**src/hdl/rsk_pkg.sv**
```systemverilog
// Shared types and constants for the RTP stream key table.
package rsk_pkg;

  localparam int TableDepthDef = 512;
  localparam int KeyBytes      = 40;
  localparam int KeyBits       = KeyBytes * 8;
  localparam int SsrcW         = 32;
  localparam int CountOutW     = 10;
  localparam int CmdQDepth     = 2;
  localparam int ResQDepth     = 2;

  localparam logic [1:0] OP_FIND   = 2'd0;
  localparam logic [1:0] OP_REMOVE = 2'd1;
  localparam logic [1:0] OP_RESET  = 2'd2;

  localparam logic [2:0] ST_EXISTING = 3'd0;
  localparam logic [2:0] ST_NEW      = 3'd1;
  localparam logic [2:0] ST_RTCP     = 3'd2;
  localparam logic [2:0] ST_FULL     = 3'd3;
  localparam logic [2:0] ST_DONE     = 3'd4;

  localparam logic [6:0] RTCP_PT_LO = 7'd72;
  localparam logic [6:0] RTCP_PT_HI = 7'd76;

  localparam logic [5:0] LEN_V4 = 6'd12;
  localparam logic [5:0] LEN_V6 = 6'd36;

  localparam logic       CFG_SSRC_JOIN = 1'b0;
  localparam logic       CFG_EXCL_PT   = 1'b1;

  typedef struct packed {
    logic [1:0]         op;
    logic               rtcp;
    logic               v6;
    logic               pt_in_key;
    logic [5:0]         key_len;
    logic [6:0]         pt;
    logic [SsrcW-1:0]   ssrc;
    logic [KeyBits-1:0] key;
  } cmd_t;

  typedef struct packed {
    logic [2:0]           status;
    logic [CountOutW-1:0] stream_count;
    logic                 ssrc_match;
    logic                 pt_mismatch;
  } res_t;

endpackage

```
**src/hdl/rsk_front.sv**
```systemverilog
// Front end: classifies each word and builds the byte key.
module rsk_front
  import rsk_pkg::*;
(
  input  logic [1:0]  opcode,
  input  logic        is_ipv6,
  input  logic [63:0] src_addr_hi,
  input  logic [63:0] src_addr_lo,
  input  logic [63:0] dst_addr_hi,
  input  logic [63:0] dst_addr_lo,
  input  logic [15:0] src_port,
  input  logic [15:0] dst_port,
  input  logic [6:0]  rtp_pt,
  input  logic [31:0] sync_source,
  input  logic        is_dtmf,
  input  logic        excl_pt,
  output cmd_t        cmd
);

  logic       pt_in;
  logic [7:0] pt_byte;

  assign pt_in   = !is_dtmf && !excl_pt;
  assign pt_byte = pt_in ? {1'b0, rtp_pt} : 8'd0;

  always_comb begin
    cmd           = '0;
    cmd.op        = opcode;
    cmd.rtcp      = (rtp_pt >= RTCP_PT_LO) && (rtp_pt <= RTCP_PT_HI);
    cmd.v6        = is_ipv6;
    cmd.pt_in_key = pt_in;
    cmd.key_len   = (is_ipv6 ? LEN_V6 : LEN_V4) + {5'd0, pt_in};
    cmd.pt        = rtp_pt;
    cmd.ssrc      = sync_source;
    if (is_ipv6) begin
      cmd.key = {src_addr_hi, src_addr_lo, dst_addr_hi, dst_addr_lo,
                 src_port, dst_port, pt_byte, 24'd0};
    end else begin
      cmd.key = {src_addr_lo[31:0], dst_addr_lo[31:0], src_port, dst_port,
                 pt_byte, 216'd0};
    end
  end

endmodule

```
**config.mk**
```make
export PLATFORM = sky130hd
export DESIGN_NAME = rsk_front
export DESIGN_NICKNAME = d
export VERILOG_FILES = /design/src/hdl/rsk_pkg.sv /design/src/hdl/rsk_front.sv
export SDC_FILE = /design/constraint.sdc
export NUM_CORES = 1
export LEC_CHECK = 0
export BUFFER_PORTS_ARGS = -buffer_cell sky130_fd_sc_hd__buf_2
export CAP_MARGIN = 10
export CORE_AREA = 2 2 273 275
export DETAILED_ROUTE_END_ITERATION = 6
export DIE_AREA = 0 0 275 277
export PLACE_DENSITY = 0.33
export SYNTH_ARGS = -nofsm -noshare
export SYNTH_HDL_FRONTEND = slang
export SYNTH_SLANG_ARGS = --single-unit
export TNS_END_PERCENT = 20
```
**constraint.sdc**
```tcl
create_clock -name vclk -period 2.2
set_input_delay 0.33 -clock vclk [all_inputs]
set_output_delay 0.33 -clock vclk [all_outputs]
set_load 0.02 [all_outputs]
```
# == After elaboration in Yosys (flattened, before gate mapping) ==
# Index checks and enable logic that the tools add are counted.
# Widths: inputs -> output; s select.
# classes
addsub,1
magnitude_cmp,2
n_mux,3
n_reduce_logical,4
# ops
op,count
$mux 320,1
$ge 7x7->1 const B,1
$le 7x7->1 const B,1
$mux 7,1
$add 6x1->6,1
$mux 6,1
$logic_and 1x1->1,2
$logic_not 1->1,2
# totals
ff_bits,0
in_bits,332
out_inout_bits,370
word_cells,10

# == Depth between registers and ports, before layout ==
# logic_depth
depth_word,4
depth_mapped,4

# == Least setup slack after synthesis ==
# Ideal clock, no wire load.
# synth_path
path_kind,input to output
startpoint,in rtp_pt[1]
endpoint,out cmd[367] in the netlist's numbering
t_arrival_ps,1183
required_ps,1870
path_slack_ps,687
path_stages,2
n_path_buf,0
cell_sequence,o21ai_0 -> nor4b_1
# synth_lines
item,line_no,source
"start, declared",rsk_front.sv:13,"input logic [6:0] rtp_pt,"
"end, declared",rsk_front.sv:17,output cmd_t cmd

==> impl_metrics.py <==
metrics = {
    "drt": {
        "postRouteAntennaNets": 0,
        "wirelength_um": 22100,
        "drc": 0,
        "drtIter0Drc": 70,
        "vias": 4812,
        "wl_per_cell_um": 11.5,
        "vias_per_cell": 2.49,
        "firstDrtPassIters": 4,
    },
    "synth": {
        "synth.cell_area_um2": 3340,
        "syn_inst": 416,
        "yosysUniqueCellTypes": 15,
        "ys_seq_area_share_pct": 0,
        "ys.warnings.count": 0,
        "synth_area_per_cell_um2": 8.02,
    },
    "hold_path": {
        "hp-start": "sync_source[2]",
        "min_to": "cmd[322]",
        "hp-class": "primary input to output pin",
        "hold_depth": 0,
    },
    "setup_path": {
        "cp_cell_sequence": "buf_8 -> buf_12 -> mux2_2 -> buf_2",
        "critPathMaxStageDelay_ns": 0.38,
        "crit_slowest_cell": "mux2_2",
        "critPathMaxFanout": 106,
        "cp.required_ns": 1.87,
        "worstSetupPathType": "primary input to output pin",
        "startpoint_type": "primary input",
        "crit_start": "is_ipv6",
        "cp-end-kind": "output pin",
        "arrival_ns": 1.53,
    },
    "cells_and_area": {
        "seq_cell_count": 0,
        "area_delta_synth_final_pct": 112,
        "final_cell_area_um2": 7090,
        "clockBufferCount": 0,
        "final_layout_size_suffix_gt1_share_pct": 75.8,
        "num-fill-cells": 8607,
        "regArea_um2": 0,
        "fin_nets": 1288,
        "final_cells": 1929,
    },
    "global_routing": {
        "grt_use_met3_pct": 0.702,
        "gr-usage-all-layers_pct": 4.89,
        "first_global_vias": 4517,
        "grtUsageMet2_pct": 9.89,
        "overflow": 0,
        "antenna_found_initial": 7,
        "grt_max_degree": 106,
        "grt_busiest_layer": "met2",
        "use_met1_pct": 4.93,
        "grt_pass1_wl_um": 27700,
    },
    "status": {
        "status": "completed",
    },
    "place": {
        "port_buffers": 606,
        "place_area_um2": 7080,
        "gp_congestion": 0.879,
        "place_inst": 1923,
        "dp.final_hpwl_um": 20100,
    },
    "power": {
        "p_leak_nw": 3.89,
        "max-vdd-ir-drop_mv": 0.0767,
        "power_density_nw_per_um2": 229,
    },
    "die": {
        "core_area_um2": 73600,
        "io_pins": 702,
        "num_rows": 100,
        "die_area_um2": 76200,
        "die_h_um": 277,
        "start_util_pct": 4.54,
        "die-width_um": 275,
    },
    "job": {
        "maxCapViolations": 0,
    },
    "sta": {
        "hold_ws_ns": 0.660,
        "tns_ns": 0,
        "period_minus_slack_ns": 1.86,
        "hold_violations": 0,
        "max_freq_mhz": 539,
        "finalCritPeriodShare_pct": 84.4,
        "maxSlewViolCount": 0,
        "rsz0062_at_grt": "false",
        "setup_viol": 0,
    },
    "clock_tree": {
        "ctsResizeCount": 0,
        "postCtsSetupBuffers": 0,
        "postCtsHoldBufs": 0,
    },
}
## report_power, final
part	total, W	internal (W)	switching [W]
sequential	0	0	0
clock	0.000000000148	0.000000000148	0
combinational	0.00162	0.000693	0.000929
## per-stage QoR
step                      utilization, %  total power (W)  setup slack [ns]
after CTS                           9.62          0.00165             0.316
final                               9.64          0.00162             0.343
after detailed placement            9.62          0.00164             0.319
after floorplan                        -          0.00107             0.687
after global routing                9.63          0.00174             0.254
after global placement              9.62          0.00165             0.337
## how the worst max path moves through the flow
stage,end,slack [ns],cells after the start
after global routing,cmd[251],0.25,4
after global placement,cmd[249],0.34,4
after floorplan,cmd[367],0.69,2
after detailed placement,cmd[254],0.32,4
final,cmd[254],0.34,4
after CTS,cmd[254],0.32,4
## logic make-up (layout without fill, tap and decap cells)
kind of cell / Yosys count / count (layout) / synth area share, %
and+or+nand+nor: 202 / 202 / 37.8
other: 2 / 34 / 0.225
AOI/OAI and AO/OA: 8 / 8 / 1.99
buffers and inverters: 108 / 620 / 22.2
muxes: 96 / 96 / 37.8
## synthesized netlist by cell type
cell	number	area (um2)
buf_2	8	40.0
nand2_1	1	3.75
clkbuf_1	19	71.3
o21ai_0	1	5.00
mux2_2	48	541
inv_2	1	3.75
buf_6	7	78.8
buf_4	73	548
mux2_4	48	721
a31o_2	7	61.3
nor4b_1	1	8.76
conb_1	2	7.51
and2_1	192	1200
and3_1	7	43.8
nor2_1	1	3.75
## placed cells by master (no fill, tap or decap), drive strengths merged
cell,n
a31o,7
and2,192
and3,7
buf,619
conb,28
diode,6
inv,1
mux2,96
nand2,1
nor2,1
nor4b,1
o21ai,1
## cell type report
| cell class | count | area (um2) | area share (%) |
|---|---|---|---|
| diodes | 6 | 15.0 | 0.212 |
| inverters | 1 | 3.75 | 0.0529 |
| multi-input cells | 334 | 2690 | 38.0 |
| well taps | 969 | 1210 | 17.1 |
| repair buffers | 619 | 3170 | 44.6 |
## critical path: cells and delay by family
kind	cells	cell delay, ns
muxes	1	0.38
buffers and inverters	3	0.73
## routing by layer
| metal | up-vias | routed length [um] |
|---|---|---|
| met3 | 36 | 2160 |
| met5 | - | 0 |
| met4 | 0 | 806 |
| met1 | 2076 | 7580 |
| met2 | 375 | 11600 |
| li1 | 2325 | - |
(Power assumes the default switching activity.)
