File: config.mk
export PLATFORM = sky130hd
export DESIGN_NAME = rsk_fifo
export DESIGN_NICKNAME = d
export VERILOG_FILES = /design/src/hdl/rsk_pkg.sv /design/src/hdl/rsk_fifo.sv
export SDC_FILE = /design/constraint.sdc
export NUM_CORES = 1
export LEC_CHECK = 0
export BUFFER_PORTS_ARGS = -buffer_cell sky130_fd_sc_hd__buf_4
export CAP_MARGIN = 20
export CORE_ASPECT_RATIO = 0.75
export CORE_MARGIN = 8
export CORE_UTILIZATION = 40
export DETAILED_ROUTE_END_ITERATION = 12
export PLACE_DENSITY_LB_ADDON = 0.08
export SYNTH_ARGS = -nofsm -noshare
export SYNTH_HDL_FRONTEND = slang
export SYNTH_SLANG_ARGS = --single-unit
File: constraint.sdc
create_clock -name clk -period 1.4 [get_ports clk]
set_input_delay 0.28 -clock clk [delete_from_list [all_inputs] [get_ports clk]]
set_output_delay 0.28 -clock clk [all_outputs]
set_load 0.05 [all_outputs]
File: src/hdl/rsk_pkg.sv
// Shared types and constants for the RTP stream key table.
package rsk_pkg;

  localparam int TableDepthDef = 512;
  localparam int KeyBytes      = 40;
  localparam int KeyBits       = KeyBytes * 8;
  localparam int SsrcW         = 32;
  localparam int CountOutW     = 10;
  localparam int CmdQDepth     = 2;
  localparam int ResQDepth     = 2;

  localparam logic [1:0] OP_FIND   = 2'd0;
  localparam logic [1:0] OP_REMOVE = 2'd1;
  localparam logic [1:0] OP_RESET  = 2'd2;

  localparam logic [2:0] ST_EXISTING = 3'd0;
  localparam logic [2:0] ST_NEW      = 3'd1;
  localparam logic [2:0] ST_RTCP     = 3'd2;
  localparam logic [2:0] ST_FULL     = 3'd3;
  localparam logic [2:0] ST_DONE     = 3'd4;

  localparam logic [6:0] RTCP_PT_LO = 7'd72;
  localparam logic [6:0] RTCP_PT_HI = 7'd76;

  localparam logic [5:0] LEN_V4 = 6'd12;
  localparam logic [5:0] LEN_V6 = 6'd36;

  localparam logic       CFG_SSRC_JOIN = 1'b0;
  localparam logic       CFG_EXCL_PT   = 1'b1;

  typedef struct packed {
    logic [1:0]         op;
    logic               rtcp;
    logic               v6;
    logic               pt_in_key;
    logic [5:0]         key_len;
    logic [6:0]         pt;
    logic [SsrcW-1:0]   ssrc;
    logic [KeyBits-1:0] key;
  } cmd_t;

  typedef struct packed {
    logic [2:0]           status;
    logic [CountOutW-1:0] stream_count;
    logic                 ssrc_match;
    logic                 pt_mismatch;
  } res_t;

endpackage

File: src/hdl/rsk_fifo.sv
// Small register queue used between the pipeline parts.
module rsk_fifo
  import rsk_pkg::*;
#(
  parameter int WIDTH = 8,
  parameter int DEPTH = 2
) (
  input  logic             clk,
  input  logic             rst_n,
  input  logic             push,
  input  logic [WIDTH-1:0] wdata,
  output logic             full,
  input  logic             pop,
  output logic [WIDTH-1:0] rdata,
  output logic             empty
);

  localparam int PW = (DEPTH > 1) ? $clog2(DEPTH) : 1;
  localparam int CW = $clog2(DEPTH + 1);

  logic [WIDTH-1:0] mem_r [DEPTH];
  logic [PW-1:0]    wp_r, wp_nxt, rp_r, rp_nxt;
  logic [CW-1:0]    cnt_r, cnt_nxt;
  logic             do_push, do_pop;

  assign full    = (cnt_r == CW'(DEPTH));
  assign empty   = (cnt_r == '0);
  assign do_push = push && !full;
  assign do_pop  = pop && !empty;
  assign rdata   = mem_r[rp_r];

  always_comb begin
    wp_nxt  = wp_r;
    rp_nxt  = rp_r;
    cnt_nxt = cnt_r;
    if (do_push) begin
      wp_nxt = (wp_r == PW'(DEPTH - 1)) ? '0 : wp_r + 1'b1;
    end
    if (do_pop) begin
      rp_nxt = (rp_r == PW'(DEPTH - 1)) ? '0 : rp_r + 1'b1;
    end
    if (do_push && !do_pop) begin
      cnt_nxt = cnt_r + 1'b1;
    end else if (do_pop && !do_push) begin
      cnt_nxt = cnt_r - 1'b1;
    end
  end

  always_ff @(posedge clk) begin
    if (!rst_n) begin
      wp_r  <= '0;
      rp_r  <= '0;
      cnt_r <= '0;
    end else begin
      wp_r  <= wp_nxt;
      rp_r  <= rp_nxt;
      cnt_r <= cnt_nxt;
    end
  end

  always_ff @(posedge clk) begin
    if (do_push) begin
      mem_r[wp_r] <= wdata;
    end
  end

endmodule

=== After elaboration in Yosys (flattened, before gate mapping) ===
Memories as Yosys holds them, arrays and structs flattened. A register that Yosys moved wholly into a read port is not among the register bits.
Index checks and enable logic that the tools add are counted.

* Add/sub/neg operators: 4
* Eq/ne operators: 1
* Multiplexer cells: 8
* Reductions and logical operators: 10

{| class="wikitable"
|+ Operators with widths
! operator !! count
|-
| 2-to-1 mux 1 bit || 6
|-
| logical AND 1 bit || 4
|-
| zero test 1 bit || 4
|-
| 2-to-1 mux 2 bit || 2
|-
| adder 1 bit, second input constant || 2
|-
| adder 2 x 1 -> 2 bit, second input constant || 1
|-
| == test 2 bit, second input constant || 1
|-
| zero test 2 bit || 1
|-
| nonzero test 2 bit || 1
|-
| subtractor 2 x 1 -> 2 bit, second input constant || 1
|}

* Register bits after elaboration: 4
* RAM bits: 16
* Input bits: 12
* Output and inout bits: 10
* Word-level logic and storage cells: 27
* Memories: 1

{| class="wikitable"
|+ Memories
! memory !! depth !! width !! read ports !! clocked after memory_dff !! wr ports !! RTL line !! text
|-
| mem_r || 2 || 8 || 1 || 1 || 1 || rsk_fifo.sv:21 || <nowiki>logic [WIDTH-1:0] mem_r [DEPTH];</nowiki>
|}

=== Depth between registers and ports, before layout ===
* Depth in word-level cells: 7
* Gate-level depth with buffers: 7
* Mapped depth without buffers: 7

=== Worst setup path before layout ===
Ideal clock, no wire load.

* Path kind: register -> register
* From: register cnt_r[0]
* To: register cnt_r[1]
* Setup time: 0.070 ns
* Arrival time: 1.559 ns
* Path slack: -0.229 ns
* Cell stages (with the launch flop): 7
* Path buffers: 0
* Period minus slack after synthesis: 1.629 ns
* Cell sequence: dfxtp_1 -> nand2b_1 -> inv_2 -> nor2_1 -> ha_1 -> or3_1 -> a21boi_1

* Cells in the longest elaborated chain, start to end: 6

{| class="wikitable"
|+ RTL lines
! item !! RTL line !! text
|-
| start: declaration || rsk_fifo.sv:23 || <nowiki>logic [CW-1:0] cnt_r, cnt_nxt;</nowiki>
|-
| start signal: assignment || rsk_fifo.sv:57 || <nowiki>cnt_r <= cnt_nxt;</nowiki>
|-
| == test 2 bit (*) || rsk_fifo.sv:26 || <nowiki>assign full = (cnt_r == CW'(DEPTH));</nowiki>
|-
| net full || rsk_fifo.sv:12 || <nowiki>output logic full,</nowiki>
|-
| zero test 1 bit (*) || rsk_fifo.sv:28 || <nowiki>assign do_push = push && !full;</nowiki>
|-
| logical AND 1 bit (*) || rsk_fifo.sv:28 ||
|-
| zero test 1 bit || rsk_fifo.sv:44 || <nowiki>end else if (do_pop && !do_push) begin</nowiki>
|-
| logical AND 1 bit || rsk_fifo.sv:44 ||
|-
| nonzero test 2 bit (no source line) || - ||
|}

The timed path passes the listed nets; every way through them passes the cells marked *. The select of a mux whose other input is x is not followed.
A chain may end at the register's enable or synchronous reset.

==> metrics.md <==
| Metric | Value |
|---|---|
| Status | complete, but fails checks |
| Failing checks | negative setup slack |
| CTS tree | yes |
| # DRC | 0 |
| Core box area | 0.001962 mm^2 |
| GP Congestion | between 0.6 and 0.7 |
| GRT Total Usage | 0.08002 |
| DR iter-0 viols | 5 |
| CP peak stage delay | around 360 ps |
| Post-synthesis sequential area ratio | 0.7172 |
| Tightest Pin Transition | roughly 210 ps |
| RR Endpoint | cnt_r[1] |
| WHS | 164.9 ps |
| H-tree Lvls | 1 |
| Fmax achieved | between 600 and 700 MHz |
| Clock Power Share | 0.104 |
| Placed insts | 102 |
| Boundary Pins | 22 |
| CP top delay family | flip-flops |
| Pwr per Cell Area | ~2100 mW/mm^2 |
| Post-Layout Cell Count | ~110 |
| CTS sink count | 21 |
| # setup viols final | 9 |
| P_sw | roughly 940 uW |
| Register-to-Register Path Depth | 7 |
| Layout fillers | approximately 150 |
| Pint | roughly 1600 uW |
| Die ar. | 0.003734 mm^2 |
| Avg Cell Area, Syn | ~16 um^2 |
| Root Buffer | clkbuf_4 |
| Leak Pwr | ~0.00052 uW |
| Hold path start | wdata[7] |
| Final #Nets | 99 |
| Ant diodes | 0 |
| Placed Area | ~0.0011 mm^2 |
| Critical path peak fanout | 5 |
| Maximum Capacitance Violations | 0 |
| R2r setup slk | -40 ps |
| Die X | 67.95 um |
| DR pass1 iterations | 4 |
| Setup CP Type | reg2out |
| Die height | about 55 um |
| Clock latency on the worst-skew pair | around 290 ps |
| Max clock buf depth | 2 |
| Clk_skew | around 4.7 ps |
| Syn nets | between 60 and 70 |
| Rel. slew slack | 0.8574 |
| Vias in the first global route | about 500 |
| Rows | 14 |
| Antenna violations before repair | 0 |
| Period Utilization, post-route | 1.091 |
| Starting density of the core | 0.4126 |
| Critical Path Start Type | flop |
| Hold Fails Final Rpt | 0 |
| Max VDD drop | approximately 0.0013 V |
| R2r startpoint | cnt_r[0] |
| Detailed Route WL | ~1400 um |
| Total number of vias | 500 |
| PortBufs | 21 |
| Worst-path clk slew | between 100 and 150 ps |
| Tot Pwr | about 2600 uW |
| CTS buffer count | 3 |
| Mapped cell area | around 800 um^2 |
| First-pass GRT wire length | around 2200 um |
| Synth Instances | 50 |
| Final HPWL DP | ~1100 um |
| Crit. End Element | output pin |
| Syn-to-layout area delta | 54.41% |
| Final min period | 1528 ps |
| Hold EP | mem_r[1][7] |
| Pre-CTS setup slack | -9.383 ps |
| Seq cells post-synth | 21 |
| Routed Antenna Nets | 0 |
| GR Overflow Total | 0 |
| Hold Path Class | in2reg |
| Seq pwr share | 0.337 |
| Yosys Warn Count | 0 |
| Wirelength per Cell | between 10 and 15 um |
| RSZ-0062 raised after global routing | true |
| Share of cells above drive strength 1 | 0.6353 |
| Slowest-stage cell, CP | dfxtp_2 |
| Required @ worst endpoint | roughly 1100 ps |
| Via-to-Cell Ratio | about 4.6 |
| Slew Limit Fails | 0 |
| Hold Path Depth | 1 |
| Crit path buffers/inverters | 2 |
| Switching Fraction | 0.3667 |
| Worst path arrival time | between 1000 and 1500 ps |
| Comb pwr share | 0.558 |
| Pin count of the biggest net entering global routing | 13 |
| Post-synth cell types | 20 |
| Fin area | about 0.0012 mm^2 |
| Cells along the critical path | buf_6 > mux2_4 > buf_8 |
| Final Worst Setup Slack | -127.9 ps |
==> layer usage <==
layer	share of wire	vias up	track usage
met3	0.084	0	0.04427
met1	0.41	233	0.09157
met2	0.51	14	0.1384
li1	-	253	-
met4	0	0	0
met5	0	-	0
==> per-stage QoR <==
stage	utilization	TNS, ps
finish	0.6371	-989.0
global route	0.6371	-1581
CTS	0.6250	-1123
detailed placement	0.5472	-9.383
global placement	0.5472	0
floorplan	-	-46.20
==> cells by family (layout without fill, tap and decap cells) <==
logic type / count (synthesis) / in the layout / synth area share
AO/OA/AOI/OAI: 5 / 5 / 0.04018
XOR/XNOR: 3 / 3 / 0.03246
adder cells (fa/ha/maj): 1 / 1 / 0.01545
buffers and inverters: 3 / 38 / 0.01544
flip-flops: 21 / 21 / 0.7172
multiplexers: 8 / 8 / 0.1113
AND/OR/NAND/NOR: 9 / 9 / 0.06803
==> cells in the mapped netlist (all sizes together) <==
master / number / area share
edfxtp: 16 / 0.59
and3: 1 / 0.0077
or3: 1 / 0.0077
o21a: 1 / 0.0093
and2: 3 / 0.023
dfxtp: 5 / 0.12
ha: 1 / 0.015
nor3: 1 / 0.012
xnor2: 2 / 0.022
inv: 2 / 0.0093
o21ai: 2 / 0.012
nand2b: 1 / 0.0077
xor2: 1 / 0.011
buf: 1 / 0.0062
a21boi: 2 / 0.019
mux2: 8 / 0.11
nor2: 2 / 0.0093
==> final cells by class <==
| cell class | instances | area (um^2) | share of cell area |
|---|---|---|---|
| Sequential cell | 21 | 586.8 | 0.4695 |
| Timing Repair Buffer | 32 | 322.8 | 0.2583 |
| Multi-Input combinational cell | 26 | 267.8 | 0.2142 |
| Tap cell | 24 | 30.03 | 0.02402 |
| Clock buffer | 3 | 22.52 | 0.01802 |
| Inverter | 2 | 15.01 | 0.01201 |
| Clock inverter | 1 | 5.005 | 0.004004 |
==> sequential cells by signal (all words and copies together), names as in the netlist, named ones only <==
register and flops:
mem_r 16, cnt_r 2, rp_r 1, wp_r 1
==> layout by cell type, fill, tap and decap left out, types with 2 or more instances in the layout <==
cell and count:
dfxtp_2 2, xnor2_1 2, buf_6 4, clkbuf_4 3, buf_4 19, mux2_4 8
buf_8 9, and2_1 3, dfxtp_1 2, edfxtp_1 16
==> power by group through the flow <==
stage	clock [uW]	combinational [uW]	sequential, uW
4_1_cts	290	1390	863
3_3_place_gp	0	1120	867
5_1_grt	311	1530	880
3_5_place_dp	0	1120	871
6_report	268	1440	868
2_1_floorplan	0	762	860
==> how the worst max path moves through the flow <==
| stage | from | end | slack [ps] | cells after the start |
|---|---|---|---|---|
| after floorplan | cnt_r[0] | cnt_r[1] | -50 | 7 |
| after global placement | cnt_r[0] | cnt_r[1] | 2 | 7 |
| after detailed placement | cnt_r[0] | cnt_r[1] | -9 | 7 |
| after CTS | flop | rdata[3] | -150 | 3 |
| after global routing | flop | rdata[4] | -190 | 3 |
| final | flop | rdata[3] | -130 | 3 |
==> what timing repair did <==
action,4_1_cts,5_1_grt
hold endpoints to repair,0,0
setup endpoints to repair,10,19
buffers inserted,2,1
hold buffers,0,0
gates resized for setup,30,6
(Power assumes the default switching activity.)
